## config.mk

```make
export PLATFORM = sky130hd
export DESIGN_NAME = periodic_ticker_bank
export DESIGN_NICKNAME = d
export VERILOG_FILES = /design/src/design/ptb_pkg.sv /design/src/design/periodic_ticker_bank.sv /design/src/design/ptb_cell.sv /design/src/design/ptb_fire.sv
export VERILOG_INCLUDE_DIRS = /design/src /design/src/design
export SDC_FILE = /design/constraint.sdc
export NUM_CORES = 1
export LEC_CHECK = 0
export BUFFER_PORTS_ARGS = -buffer_cell sky130_fd_sc_hd__buf_2
export CAP_MARGIN = 20
export CORE_MARGIN = 3
export CORE_UTILIZATION = 50
export DETAILED_ROUTE_END_ITERATION = 10
export GPL_TIMING_DRIVEN = 0
export HOLD_SLACK_MARGIN = 0.12
export PLACE_DENSITY = 0.68
export SYNTH_ARGS = -nofsm -noshare
export SYNTH_HDL_FRONTEND = slang
export SYNTH_HIERARCHICAL = 1
export SYNTH_SLANG_ARGS = --single-unit
```

## constraint.sdc

```tcl
create_clock -name clk -period 3.8 [get_ports clk]
set_input_delay 0 -clock clk [delete_from_list [all_inputs] [get_ports clk]]
set_output_delay 0 -clock clk [all_outputs]
set_load 0.005 [all_outputs]
```

## src/design/assert_macros.svh

```systemverilog
// Assertion macros for the periodic ticker bank top level.
// Each macro clocks on clk and is disabled while arst_n is low.
`ifndef ASSERT_MACROS_SVH
`define ASSERT_MACROS_SVH

// Condition implies consequence in the same cycle.
`define PTB_IMPLY(label, ante, cons, msg) \
	label: assert property (@(posedge clk) disable iff (!arst_n) (ante) |-> (cons)) \
		else $error(msg);

// Condition implies consequence in the next cycle.
`define PTB_IMPLY_NEXT(label, ante, cons, msg) \
	label: assert property (@(posedge clk) disable iff (!arst_n) (ante) |=> (cons)) \
		else $error(msg);

`endif

```

## src/design/ptb_pkg.sv

```systemverilog
// Package for the periodic ticker bank: transaction payload types, slot state
// record and operation codes. No dependencies.
package ptb_pkg;

	localparam int SlotsDefault = 16;

	localparam logic OP_TICK = 1'b0;
	localparam logic OP_ARM  = 1'b1;

	typedef struct packed {
		logic               operation;
		logic [3:0]         slot;
		logic [15:0]        first_delay;
		logic [15:0]        reload_period;
		logic signed [15:0] repeats;
		logic [7:0]         payload_tag;
	} item_t;

	typedef struct packed {
		logic [3:0] fired_slot;
		logic [7:0] fired_tag;
		logic       last;
	} fire_t;

	// One timer slot as it travels around the ring.
	typedef struct packed {
		logic        active;
		logic [15:0] delay;
		logic [15:0] period;
		logic [15:0] repeats;
		logic [7:0]  tag;
	} slot_t;

endpackage

```

## src/design/periodic_ticker_bank.sv

```systemverilog
// Top level of the periodic ticker bank: ring of ptb_cell with a ptb_fire head.
// Depends on ptb_pkg, ptb_cell, ptb_fire and assert_macros.svh.
//
// Usage:
//   Item channel (item_valid / item_stall / item): an arm transaction writes
//   one slot and gives no result; an arm of a slot at or above
//   SLOTS is dropped. A tick transaction walks the ring of SLOTS cells: on every
//   shift the record in cell 0 passes through the update head and re-enters at
//   the far end, so after SLOTS shifts every slot is back in its own cell.
//   Fire channel (fire_valid / fire_stall / fire): one transaction per firing
//   slot, in ascending slot order; last marks the final firing of a tick.
//   One firing is held back in a pending register until the next firing or the
//   end of the walk decides its last bit, and then moves to the output register.
//   A tick holds item_stall high for the whole walk and until the pending
//   firing is released. The ring shift is the rate limiter: one slot per
//   cycle, unless a new firing meets a pending one and a stalled full output.
//   When fire_stall holds a full output register and another firing shows up,
//   hold the ring in place until the output frees up.
//   Reset clears all active marks, the walk and both output stages.
`include "assert_macros.svh"

module periodic_ticker_bank #(
	parameter int SLOTS = ptb_pkg::SlotsDefault
) (
	input  logic           clk,
	input  logic           arst_n,
	input  logic           item_valid,
	output logic           item_stall,
	input  ptb_pkg::item_t item,
	output logic           fire_valid,
	input  logic           fire_stall,
	output ptb_pkg::fire_t fire
);

	localparam int CW = $clog2(SLOTS + 1);

	ptb_pkg::slot_t cell_q [SLOTS];
	ptb_pkg::slot_t head_nxt;
	ptb_pkg::slot_t arm_d;
	logic           head_fire;
	logic [SLOTS-1:0] arm_sel;

	logic          walking_q;
	logic [CW-1:0] walk_q;
	logic          pend_valid_q;
	logic [3:0]    pend_slot_q;
	logic [7:0]    pend_tag_q;
	logic          out_valid_q;
	ptb_pkg::fire_t out_q;

	logic item_acc;
	logic tick_acc;
	logic arm_acc;
	logic out_free;
	logic shift;
	logic walk_end;
	logic finish;

	// Busy for the whole walk and until the pending firing is released.
	assign item_stall = walking_q || pend_valid_q;
	assign item_acc   = item_valid && !item_stall;
	assign tick_acc   = item_acc && (item.operation == ptb_pkg::OP_TICK);
	assign arm_acc    = item_acc && (item.operation == ptb_pkg::OP_ARM);

	assign out_free = !out_valid_q || !fire_stall;
	// Advance the ring unless a new firing would need a full output register.
	assign shift    = walking_q && !(head_fire && pend_valid_q && !out_free);
	assign walk_end = shift && (walk_q == CW'(SLOTS - 1));
	assign finish   = !walking_q && pend_valid_q && out_free;

	always_comb begin
		arm_d.active  = 1'b1;
		arm_d.delay   = item.first_delay;
		arm_d.period  = item.reload_period;
		arm_d.repeats = item.repeats;
		arm_d.tag     = item.payload_tag;
	end

	ptb_fire u_fire (
		.cur  (cell_q[0]),
		.nxt  (head_nxt),
		.fire (head_fire)
	);

	for (genvar i = 0; i < SLOTS; i++) begin : g_cell
		ptb_pkg::slot_t shift_d;

		assign arm_sel[i] = arm_acc && (int'(item.slot) == i);

		if (i == SLOTS - 1) begin : g_tail
			assign shift_d = head_nxt;
		end else begin : g_mid
			assign shift_d = cell_q[i+1];
		end

		ptb_cell u_cell (
			.clk     (clk),
			.arst_n  (arst_n),
			.shift   (shift),
			.load    (arm_sel[i]),
			.shift_d (shift_d),
			.load_d  (arm_d),
			.q       (cell_q[i])
		);
	end

	// Walk control: the counter is also the slot number at the head.
	always_ff @(posedge clk or negedge arst_n) begin
		if (!arst_n) begin
			walking_q <= 1'b0;
			walk_q    <= '0;
		end else if (tick_acc) begin
			walking_q <= 1'b1;
			walk_q    <= '0;
		end else if (shift) begin
			walk_q <= walk_q + CW'(1);
			if (walk_end) begin
				walking_q <= 1'b0;
			end
		end
	end

	// Pending firing: holds the latest firing until its last bit is known.
	always_ff @(posedge clk or negedge arst_n) begin
		if (!arst_n) begin
			pend_valid_q <= 1'b0;
		end else if (shift && head_fire) begin
			pend_valid_q <= 1'b1;
		end else if (finish) begin
			pend_valid_q <= 1'b0;
		end
	end

	always_ff @(posedge clk) begin
		if (shift && head_fire) begin
			pend_slot_q <= 4'(walk_q);
			pend_tag_q  <= cell_q[0].tag;
		end
	end

	// Output register: a later firing pushes the pending one out as not last,
	// the end of the walk pushes it out as last.
	always_ff @(posedge clk or negedge arst_n) begin
		if (!arst_n) begin
			out_valid_q <= 1'b0;
		end else if ((shift && head_fire && pend_valid_q) || finish) begin
			out_valid_q <= 1'b1;
		end else if (!fire_stall) begin
			out_valid_q <= 1'b0;
		end
	end

	always_ff @(posedge clk) begin
		if ((shift && head_fire && pend_valid_q) || finish) begin
			out_q.fired_slot <= pend_slot_q;
			out_q.fired_tag  <= pend_tag_q;
			out_q.last       <= finish;
		end
	end

	assign fire_valid = out_valid_q;
	assign fire       = out_q;

	`PTB_IMPLY(a_walk_in_range, walking_q, walk_q < CW'(SLOTS), "walk counter past last slot")
	`PTB_IMPLY_NEXT(a_tick_starts_walk, tick_acc, walking_q && (walk_q == '0),
		"tick did not start a walk at slot zero")
	`PTB_IMPLY(a_no_overwrite, (shift && head_fire && pend_valid_q) || finish, out_free,
		"output register overwritten while stalled")
	`PTB_IMPLY_NEXT(a_finish_idle, finish, !item_stall, "block still busy after last firing")

endmodule

```

## src/design/ptb_cell.sv

```systemverilog
// One storage cell of the timer ring: holds a single slot record.
// Depends on ptb_pkg.
module ptb_cell (
	input  logic           clk,
	input  logic           arst_n,
	input  logic           shift,
	input  logic           load,
	input  ptb_pkg::slot_t shift_d,
	input  ptb_pkg::slot_t load_d,
	output ptb_pkg::slot_t q
);

	logic active_q;
	ptb_pkg::slot_t data_q;

	// Active mark resets; the rest is payload.
	always_ff @(posedge clk or negedge arst_n) begin
		if (!arst_n) begin
			active_q <= 1'b0;
		end else if (load) begin
			active_q <= load_d.active;
		end else if (shift) begin
			active_q <= shift_d.active;
		end
	end

	always_ff @(posedge clk) begin
		if (load) begin
			data_q <= load_d;
		end else if (shift) begin
			data_q <= shift_d;
		end
	end

	always_comb begin
		q = data_q;
		q.active = active_q;
	end

endmodule

```

## src/design/ptb_fire.sv

```systemverilog
// Head update of the timer ring: advance, fire and reload one slot record.
// Depends on ptb_pkg.
module ptb_fire (
	input  ptb_pkg::slot_t cur,
	output ptb_pkg::slot_t nxt,
	output logic           fire
);

	always_comb begin
		nxt  = cur;
		fire = 1'b0;
		if (cur.active) begin
			if (cur.delay != 16'd0) begin
				nxt.delay = cur.delay - 16'd1;
			end else begin
				fire = 1'b1;
				if (cur.repeats == 16'd0) begin
					nxt.active = 1'b0;
				end else begin
					// Negative count repeats forever.
					if (!cur.repeats[15]) begin
						nxt.repeats = cur.repeats - 16'd1;
					end
					nxt.delay = cur.period;
				end
			end
		end
	end

endmodule

```

==> results.txt, run 1 <==
At the end of the flow the core is filled with cells to 0.576. Dividing the final minimum period by the clock period gives 0.969. Synthesis handed over a netlist of 2283 instances. In the final layout, the multi-input gates occupy 12300 um2. The startpoint identified for the worst register-to-register timing path is g_cell[0].u_cell/q[48]$_DFFE_PP_. Ranked by total cell area, the synthesized netlist is headed by sky130_fd_sc_hd__edfxtp_1 (66%), sky130_fd_sc_hd__mux2_2 (21%), sky130_fd_sc_hd__mux2_4 (4.0%).

The warning count from the yosys run is 6. Among all flip-flop cells after synthesis, the most frequent one is sky130_fd_sc_hd__edfxtp_1. The worst slew slack as a fraction of its limit is 0.318.

The last weighted congestion value of the routability-driven placer came out at 0.897. The die is 295 um tall. The initial antenna violation count is 4. Counting the fill cells in the layout gives 6022. The standard cell core area is 82400 um2. The highest clock frequency the design can meet came out at 0.271 GHz. The required time of the critical path is 4160 ps. The per-cell via count in the routed design came out at 5.70. The launching element type of the critical path is a flop. The residual overflow from global routing came out at 0. Pin placement for this block handled 80 I/O pins. The slew of the pin with the lowest slew margin is 1010 ps.

The critical path goes through nor3_1 -> nand4_1 -> nor3_4 -> buf_4 -> nand4_1 -> nand2_1 -> inv_1 -> buf_16 -> or2_4 -> buf_12. The setup TNS after final layout came out at 0 ps. The number of pins with negative max-slew slack in the final report was 0.

The synthesized design spends more area on one cell type than any other, namely sky130_fd_sc_hd__edfxtp_1. The kind of end point of the critical path is a flop. The pre-antenna-repair detailed-routing pass consisted of 8 iterations.

The library cell contributing the largest single delay on the critical path is sky130_fd_sc_hd__nor3_1. Counting buffers and inverters, the worst setup path is 10 cells deep. For the worst flop-to-flop path, the logic depth is 10. The total DRC errors in the routed layout came out at 0. Counting along the longest clock path gives a buffer depth of 3. The worst path in the final design needs a cycle of 3680 ps, including I/O delays and setup.

The sequential cell area in the final layout came out at 28300 um2. The critical path is of the flop to flop type. The largest net degree at the start of global routing came out at 57.

The floorplan step set the die width to 295 um. The arrival time reported for the critical path endpoint came out at 4050 ps. The critical path contains buffers and inverters numbering 4 combined.

The final count of hold timing violations is 0. The most prevalent standard cell on the critical path is sky130_fd_sc_hd__nand4_1. The number of global-route vias before repair is 22600. In the final layout, the share of cells above drive strength 1 is 0.499. The clock buffer count from CTS came out at 97.

The first global-routing pass estimated 136 mm of wire. Summed over all cells, the static leakage comes to 16.9 nW. The initial detailed-routing violation count came out at 1608.

The total power divided by cell area came out at 816 nW/um2. The share of synthesized registers carrying an async set or reset is 0.0254. On the worst path, the slowest cell contributes a delay of 520 ps.

In the layout the commonest cells are sky130_fd_sc_hd__edfxtp_1 (921), sky130_fd_sc_hd__mux2_2 (784), sky130_fd_sc_hd__buf_2 (146). The cell sitting at the root of the clock tree is a sky130_fd_sc_hd__clkbuf_16. The routed design has 88.9 mm of wire. The average size of a mapped cell came out at 18.3 um2. The cell family contributing the most delay on the critical path is simple AND/OR/NAND/NOR gates. The netlist area before placement came out at 41700 um2. The post-route worst hold slack is 193 ps.

The flow ran to the end, and the final reports show no timing, DRC or antenna violations. The path category of the worst min-delay check is input pin to flop. The largest clock skew in the final design is 20.6 ps. The clock net in this run drives a total of 945 sinks. In the final design database the tool counted 2624 nets. The library cell used most frequently in the layout, excluding fill and tap cells, is sky130_fd_sc_hd__edfxtp_1. The initial utilization of the core area, before any placement, comes to 0.507. The HPWL after detailed placement is 55.7 mm. The die covers 87000 um2. The number of flops mapped to enable cells by yosys came out at 921. The total number of H-tree levels is 3. The number of distinct library cell variants in the gate-level netlist after synthesis is 63.

The number of failing setup endpoints in the final timing report is 0. The synthesis-to-layout area growth came out at 13.7%. The hold path startpoint is fire_stall. Of the post-synthesis cell area, the dominant cell type holds 0.663.

The insertion delay of the later-clocked pin in the worst-skew pair is 640 ps. The number of input and output port buffers inserted came out at 79. The synthesized flop and latch total is 945.

Across every metal layer, demand over resource in global routing totals 0.206. TritonCTS built the clock tree. The final antenna-violating net count came out at 0.

The count of standard-cell rows is 105. The number of cells on the worst hold path is 4. The max-cap check violation count came out at 0. The final route contains 21100 vias.

The most critical setup path has its startpoint at g_cell[0].u_cell/q[48]$_DFFE_PP_. The routed wirelength normalized by instance count came out at 24.0 um. The clock transition at the register clock pins on the worst setup and hold paths after CTS is 60 ps.

In this run the worst path has a maximum fanout of 29. Of the synthesized area, sequential elements account for 0.677. The worst-case IR drop observed on VDD is 0.000570 V.
==> worst reg2reg max path: cells and delay by family, from the launching register on <==
kind / cells / cell delay [ps]
AND/OR/NAND/NOR: 6 / 1910
flip-flops: 1 / 500
buffers and inverters: 4 / 950
==> flip-flops by register name, summed over array words and instances, names as in the netlist <==
name,count
g_cell.u_cell/active_q,16
pend_valid_q,1
fire,13
pend_slot_q,4
walking_q,1
fire_valid,1
g_cell.u_cell/q,896
pend_tag_q,8
walk_q,5
==> per-layer routing <==
layer  GRT usage  routed length (um)  vias to the layer above  share of wire
met5           0                   0                        -              0
met3      0.0320                4680                      140          0.053
li1            -                   -                     9410              -
met2       0.341               42700                      547           0.48
met4      0.0635                2410                        0          0.027
met1       0.284               39100                    11000           0.44
==> metrics by stage <==
| stage | cell area (um2) | std cells | worst slack, ps | power, mW |
|---|---|---|---|---|
| floorplan | 41800 | 2298 | 87.9 | 26.8 |
| global placement | 43500 | 3447 | -1970 | 29.4 |
| detailed placement | 43800 | 3458 | -923 | 29.9 |
| CTS | 47400 | 3699 | 13.1 | 39.1 |
| global route | 47500 | 3701 | -14.7 | 40.7 |
| finish | 47500 | 3705 | 116 | 38.8 |
==> power by group <==
part / switching [mW] / leakage, nW / internal, mW
combinational: 4.18 / 5.83 / 4.69
sequential: 1.78 / 9.65 / 19.1
clock: 3.87 / 1.43 / 5.09
total: 9.83 / 16.9 / 28.9
==> kinds of logic after synthesis <==
| logic type | count (synthesis) | share of synthesized area |
|---|---|---|
| AND/OR/NAND/NOR | 152 | 0.0205 |
| AO/OA/AOI/OAI | 76 | 0.0116 |
| other | 1 | 0.0000898 |
| multiplexers | 913 | 0.256 |
| flip-flops | 945 | 0.677 |
| XOR/XNOR | 15 | 0.00315 |
| buffers and inverters | 176 | 0.0304 |
| adder cells (fa/ha/maj) | 5 | 0.00150 |
==> worst paths after layout <==
kind	endpoint	slack [ps]
worst min-delay path	fire_valid$_DFFE_PN0P_	190
worst max-delay path	g_cell[8].u_cell/q[28]$_DFFE_PP_	120
max in group asynchronous	g_cell[12].u_cell/active_q$_DFFE_PN0P_	3270
worst max register to register	g_cell[8].u_cell/q[28]$_DFFE_PP_	120
worst min register to register	fire[10]$_DFFE_PP_	420
min in group asynchronous	walk_q[1]$_DFFE_PN0P_	370
==> repair_timing <==
action / CTS / global route
setup buffers: 2 / 2
endpoints found under the setup margin: 914 / 757
pin swaps: 1 / 0
hold endpoints to repair: 942 / 0
hold buffers: 63 / 0
gates resized for setup: 3 / 2
==> cells in the mapped netlist, types with 4 or more instances <==
cell / instances
sky130_fd_sc_hd__nor4_1: 9
sky130_fd_sc_hd__nand3_1: 10
sky130_fd_sc_hd__xnor2_1: 8
sky130_fd_sc_hd__nand4_1: 9
sky130_fd_sc_hd__nor2_1: 24
sky130_fd_sc_hd__or4_1: 5
sky130_fd_sc_hd__buf_2: 67
sky130_fd_sc_hd__buf_6: 50
sky130_fd_sc_hd__mux2i_1: 17
sky130_fd_sc_hd__inv_1: 14
sky130_fd_sc_hd__a21oi_1: 19
sky130_fd_sc_hd__dfrtp_1: 24
sky130_fd_sc_hd__edfxtp_1: 921
sky130_fd_sc_hd__mux2_4: 112
sky130_fd_sc_hd__xor2_1: 7
sky130_fd_sc_hd__or3_1: 5
sky130_fd_sc_hd__buf_4: 40
sky130_fd_sc_hd__o21ai_0: 28
sky130_fd_sc_hd__nor3_1: 14
sky130_fd_sc_hd__nand2_1: 31
sky130_fd_sc_hd__or2_1: 16
sky130_fd_sc_hd__mux2_2: 784
sky130_fd_sc_hd__clkbuf_1: 4
sky130_fd_sc_hd__ha_1: 5
==> cell type report <==
cell class / count / area share
Antenna cell: 4 / 0.000211
Buffer: 161 / 0.0256
Clock buffer: 127 / 0.0540
Clock inverter: 49 / 0.00854
Inverter: 15 / 0.00119
Multi-Input combinational cell: 1177 / 0.260
Sequential cell: 945 / 0.595
Tap cell: 1070 / 0.0282
Timing Repair Buffer: 157 / 0.0273
Power figures use the tool's default switching activity.
==> inputs of run 2 (changes only) <==
--- a/config.mk
+++ b/config.mk
@@ -6,6 +6,7 @@
 export SDC_FILE = /design/constraint.sdc
 export NUM_CORES = 1
 export LEC_CHECK = 0
+export ABC_AREA = 1
 export BUFFER_PORTS_ARGS = -buffer_cell sky130_fd_sc_hd__buf_2
 export CAP_MARGIN = 20
 export CORE_MARGIN = 3
==> run 2 against run 1 <==
Die area grew 2.0%. Register-to-register slack gained 170 ps. Synthesized cell count grew 93%. Wire length grew 31%. Maximum frequency grew 4.8%. Largest power group unchanged. Via count grew 45%. Cell count grew 59%. Clock power grew 7.6%. Count of clock-buffer cells in the layout shrank 10. Worst setup slack gained 170 ps. Critical endpoint is now g_cell[7].u_cell/q[18]$_DFFE_PP_. Final area grew 2.1%.
==> results.txt, run 2 <==
The flow ran to the end, and the final reports show no timing, DRC or antenna violations. The top-level I/O count is 80 (unchanged). The multiplexer fraction of the synthesized cell area was 0 (-0.256). The count of standard-cell rows is 106 (+0.95%). The number of distinct library cell variants in the gate-level netlist after synthesis came out at 32 (-49%). The total power divided by cell area is 814 nW/um2 (-0.28%).

Leaving out fill and tap cells, the most frequent cell in the layout is sky130_fd_sc_hd__nand2_1. Setup repair after global routing left no endpoint under its margin. The final-stage net count came out at 4733 (+80%). The initial antenna violation count is 2 (-2). The area share of fa/ha/maj cells after synthesis is 0.00147 (-0.0000297).

The routed wirelength normalized by instance count is 19.9 um (-17%). The total via count after detailed routing was 30600 (+45%). The residual overflow from global routing is 0 (unchanged). The netlist area before placement is 42600 um2 (+2.0%). The max-cap check violation count was 0 (unchanged).

The largest clock skew in the final design came out at 29.5 ps (+8.87 ps). The global-route wire length before repair came out at 175 mm (+29%). The maximum number of buffers from clock root to sink was 3 (unchanged). The per-cell via count in the routed design is 5.21 (-8.5%). The slew of the pin with the lowest slew margin is 972 ps (-42.5 ps). The initial core utilization is 0.507 (+0.000521). The estimated wirelength of the detail-placed design was 73.9 mm (+33%). The number of buffers inserted to repair setup after CTS came out at 0 (-2). The worst hold path belongs to the class input pin to flop.

The kind of end point of the critical path is a flop. The area fraction in compound gates after synthesis is 0.00203 (-0.00954). The final antenna-violating net count came out at 0 (unchanged). The XOR/XNOR share of the synthesized area came out at 0.00267 (-0.000474). The synthesized flop and latch total is 945 (unchanged). The insertion delay of the later-clocked pin in the worst-skew pair came out at 670 ps (+30 ps).

TritonCTS built the clock tree. The share of synthesized registers carrying an async set or reset is 0.0254 (unchanged). The clock transition at the register clock pins on the worst setup and hold paths after CTS is 60 ps (about the same). The most instantiated library cell after synthesis is sky130_fd_sc_hd__nand2_1. The worst slew slack as a fraction of its limit was 0.352 (+0.0335). The filler-free cell count of the finished design came out at 5877 (+59%). The number of flops mapped to enable cells by yosys came out at 921 (unchanged). The gate count after technology mapping came out at 4397 (+93%). The TritonCTS sink count came out at 945 (unchanged).

After synthesis, the largest family of logic cells by area is simple AND/OR/NAND/NOR gates. The leakage dissipation came to 22.0 nW (+30%). The number of flip-flops in the largest register came out at 896 (unchanged). The post-layout minimum cycle time is 3510 ps (-170 ps). The total iterations of the first detailed-routing run came out at 6 (-2).

The dominant register cell in the synthesized netlist is sky130_fd_sc_hd__edfxtp_1. In this run the most critical hold path is launched from item[60]. The top-area cell type share of the netlist area came out at 0.649 (-0.0131). The total track usage came out at 0.261 (+0.0551).

The part of the cycle the worst path needs is 0.925 (-0.0446). The last weighted congestion value of the routability-driven placer came out at 0.899 (+0.21%). The utilization of the core after routing came out at 0.577 (+0.00110). The worst setup path is of the flop to flop kind. The initial detailed-routing violation count came out at 3239 (+100%). The total wirelength of the detailed-routed design is 117 mm (+31%). The number of global-route vias before repair is 29300 (+30%). The worst setup path is launched from a flop. The highest clock frequency the design can meet came out at 0.285 GHz (+4.8%). The cell total after placement came out at 5631 (+63%). The root buffer cell is sky130_fd_sc_hd__clkbuf_16. The startpoint identified for the worst register-to-register timing path is g_cell[0].u_cell/q[40]$_DFFE_PP_. The share of final-layout standard cells stronger than drive strength 1 is 0.113 (-0.386).

The sequential fraction of the synthesis area came out at 0.663 (-0.0134). The maximum fanout encountered on the critical timing path is 56 (+93%). The top cell types in the final layout, fill and taps aside, are sky130_fd_sc_hd__nand2_1 (2884), sky130_fd_sc_hd__edfxtp_1 (921), sky130_fd_sc_hd__buf_2 (192). The largest vdd supply drop came out at 0.000489 V (-14%).

The worst setup path endpoint is g_cell[7].u_cell/q[18]$_DFFE_PP_. The average size of a mapped cell came out at 9.69 um2 (-47%). The number of input and output port buffers inserted is 79 (unchanged). The clock buffer count from CTS is 98 (+1.0%). The final count of hold timing violations came out at 0 (unchanged).

The synthesized-area fraction occupied by and/or/nand/nor cells came out at 0.277 (+0.256). Ranked by total cell area, the synthesized netlist is headed by sky130_fd_sc_hd__edfxtp_1 (65%), sky130_fd_sc_hd__nand2_1 (25%), sky130_fd_sc_hd__buf_6 (2.2%). The total number of H-tree levels is 3 (unchanged). The worst register-to-register path ends at g_cell[7].u_cell/q[18]$_DFFE_PP_. The antenna cell count is 0 (-4).

The die width came to 298 um (+0.99%). The largest net degree at the start of global routing came out at 57 (unchanged). The warning count from the yosys run is 6 (unchanged).

The post-cts sizing count came out at 0 (-3). The required time of the critical path was 4070 ps (-90 ps). The cell depth of the worst flop-to-flop path came to 11 (+1). The number of pins with negative max-slew slack in the final report came out at 0 (unchanged). The slack of the worst reg-to-reg path is 290 ps (+170 ps). By count the netlist is led by sky130_fd_sc_hd__nand2_1 (2884), sky130_fd_sc_hd__edfxtp_1 (921), sky130_fd_sc_hd__buf_2 (113), sky130_fd_sc_hd__buf_6 (82), sky130_fd_sc_hd__nand3_1 (76). The area of the die came out at 88700 um2 (+2.0%). The number of filler instances in the final layout is 7070 (+17%). The synthesis-to-layout area growth is 13.8% (about the same). The number of failing setup endpoints in the final timing report came to 0 (unchanged). sky130_fd_sc_hd__edfxtp_1 takes more of the synthesized area than any other cell.

The arrival time reported for the critical path endpoint came out at 3790 ps (-260 ps). The total DRC errors in the routed layout is 0 (unchanged). The critical path starts at g_cell[0].u_cell/q[40]$_DFFE_PP_. The vertical die dimension came to 298 um (+0.99%). The standard cell core area was 84000 um2 (+1.9%).
==> run 2: per-stage QoR <==
step                power, mW  hold WS [ps]  setup WS [ps]  TNS [ps]  cell area [um2]
finish                   39.5           159            286         0            48500
global route             41.6           165           98.4         0            48500
CTS                      39.6           127            322         0            48500
detailed placement       29.8          41.8            365         0            44600
global placement         29.6          40.1           -968   -747920            44500
floorplan                26.5          -296            606         0            42600
==> run 2: where the power goes <==
group | total (mW) | switching (mW) | leakage [nW] | internal [mW]
clock | 9.64 | 4.07 | 1.57 | 5.57
sequential | 21.1 | 1.85 | 9.70 | 19.3
combinational | 8.73 | 6.04 | 10.8 | 2.69
==> run 2: repair_timing <==
| item | CTS | global route |
|---|---|---|
| endpoints found under the hold margin | 945 | 0 |
| setup endpoints to repair | 0 | 0 |
| hold buffers | 65 | 0 |
==> run 2: logic make-up (layout without fill, tap and decap cells) <==
group	Yosys count	after routing
AOI/OAI and AO/OA	16	16
xor gates and xnor gates	13	13
adders and majority gates	5	5
buffers and inverters	346	677
DFF	945	945
other	1	16
and+or+nand+nor	3071	3071
==> run 2: layout make-up <==
type,instances,area [um2],area share
clock inverters,63,592,0.0122
flip-flops and latches,945,28300,0.583
clock buffers,117,2610,0.0538
inverters,91,369,0.00761
multi-input cells,3121,12100,0.250
repair buffers,151,1180,0.0244
plain buffers,255,1930,0.0398
well taps,1134,1420,0.0293
==> run 2: how the worst min path moves through the flow <==
stage,endpoint,cells past startpoint
floorplan,fire_valid$_DFFE_PN0P_,0
global placement,walk_q[0]$_DFFE_PN0P_,1
detailed placement,fire_valid$_DFFE_PN0P_,1
CTS,g_cell[15].u_cell/active_q$_DFFE_PN0P_,7
global route,g_cell[15].u_cell/active_q$_DFFE_PN0P_,7
finish,g_cell[15].u_cell/active_q$_DFFE_PN0P_,7
==> run 2: critical path, cell delays in order, from the launching register on <==
cell and delay (ps):
sky130_fd_sc_hd__edfxtp_1 470, sky130_fd_sc_hd__inv_1 100, sky130_fd_sc_hd__ha_1 240, sky130_fd_sc_hd__nand2_1 140, sky130_fd_sc_hd__nor2_2 90, sky130_fd_sc_hd__nand2_1 130
sky130_fd_sc_hd__nor3_2 130, sky130_fd_sc_hd__nand2_2 110, sky130_fd_sc_hd__nor2_1 70, sky130_fd_sc_hd__nor2_4 640, sky130_fd_sc_hd__nor2_1 190, sky130_fd_sc_hd__inv_4 740
==> run 2: layer usage <==
layer	part of all wire	global-route usage	routed length, um	vias up
met4	0.034	0.0873	3980	0
met5	0	0	0	-
met3	0.073	0.0373	8520	193
met1	0.41	0.346	48000	14600
li1	-	-	-	14600
met2	0.48	0.445	56400	1214
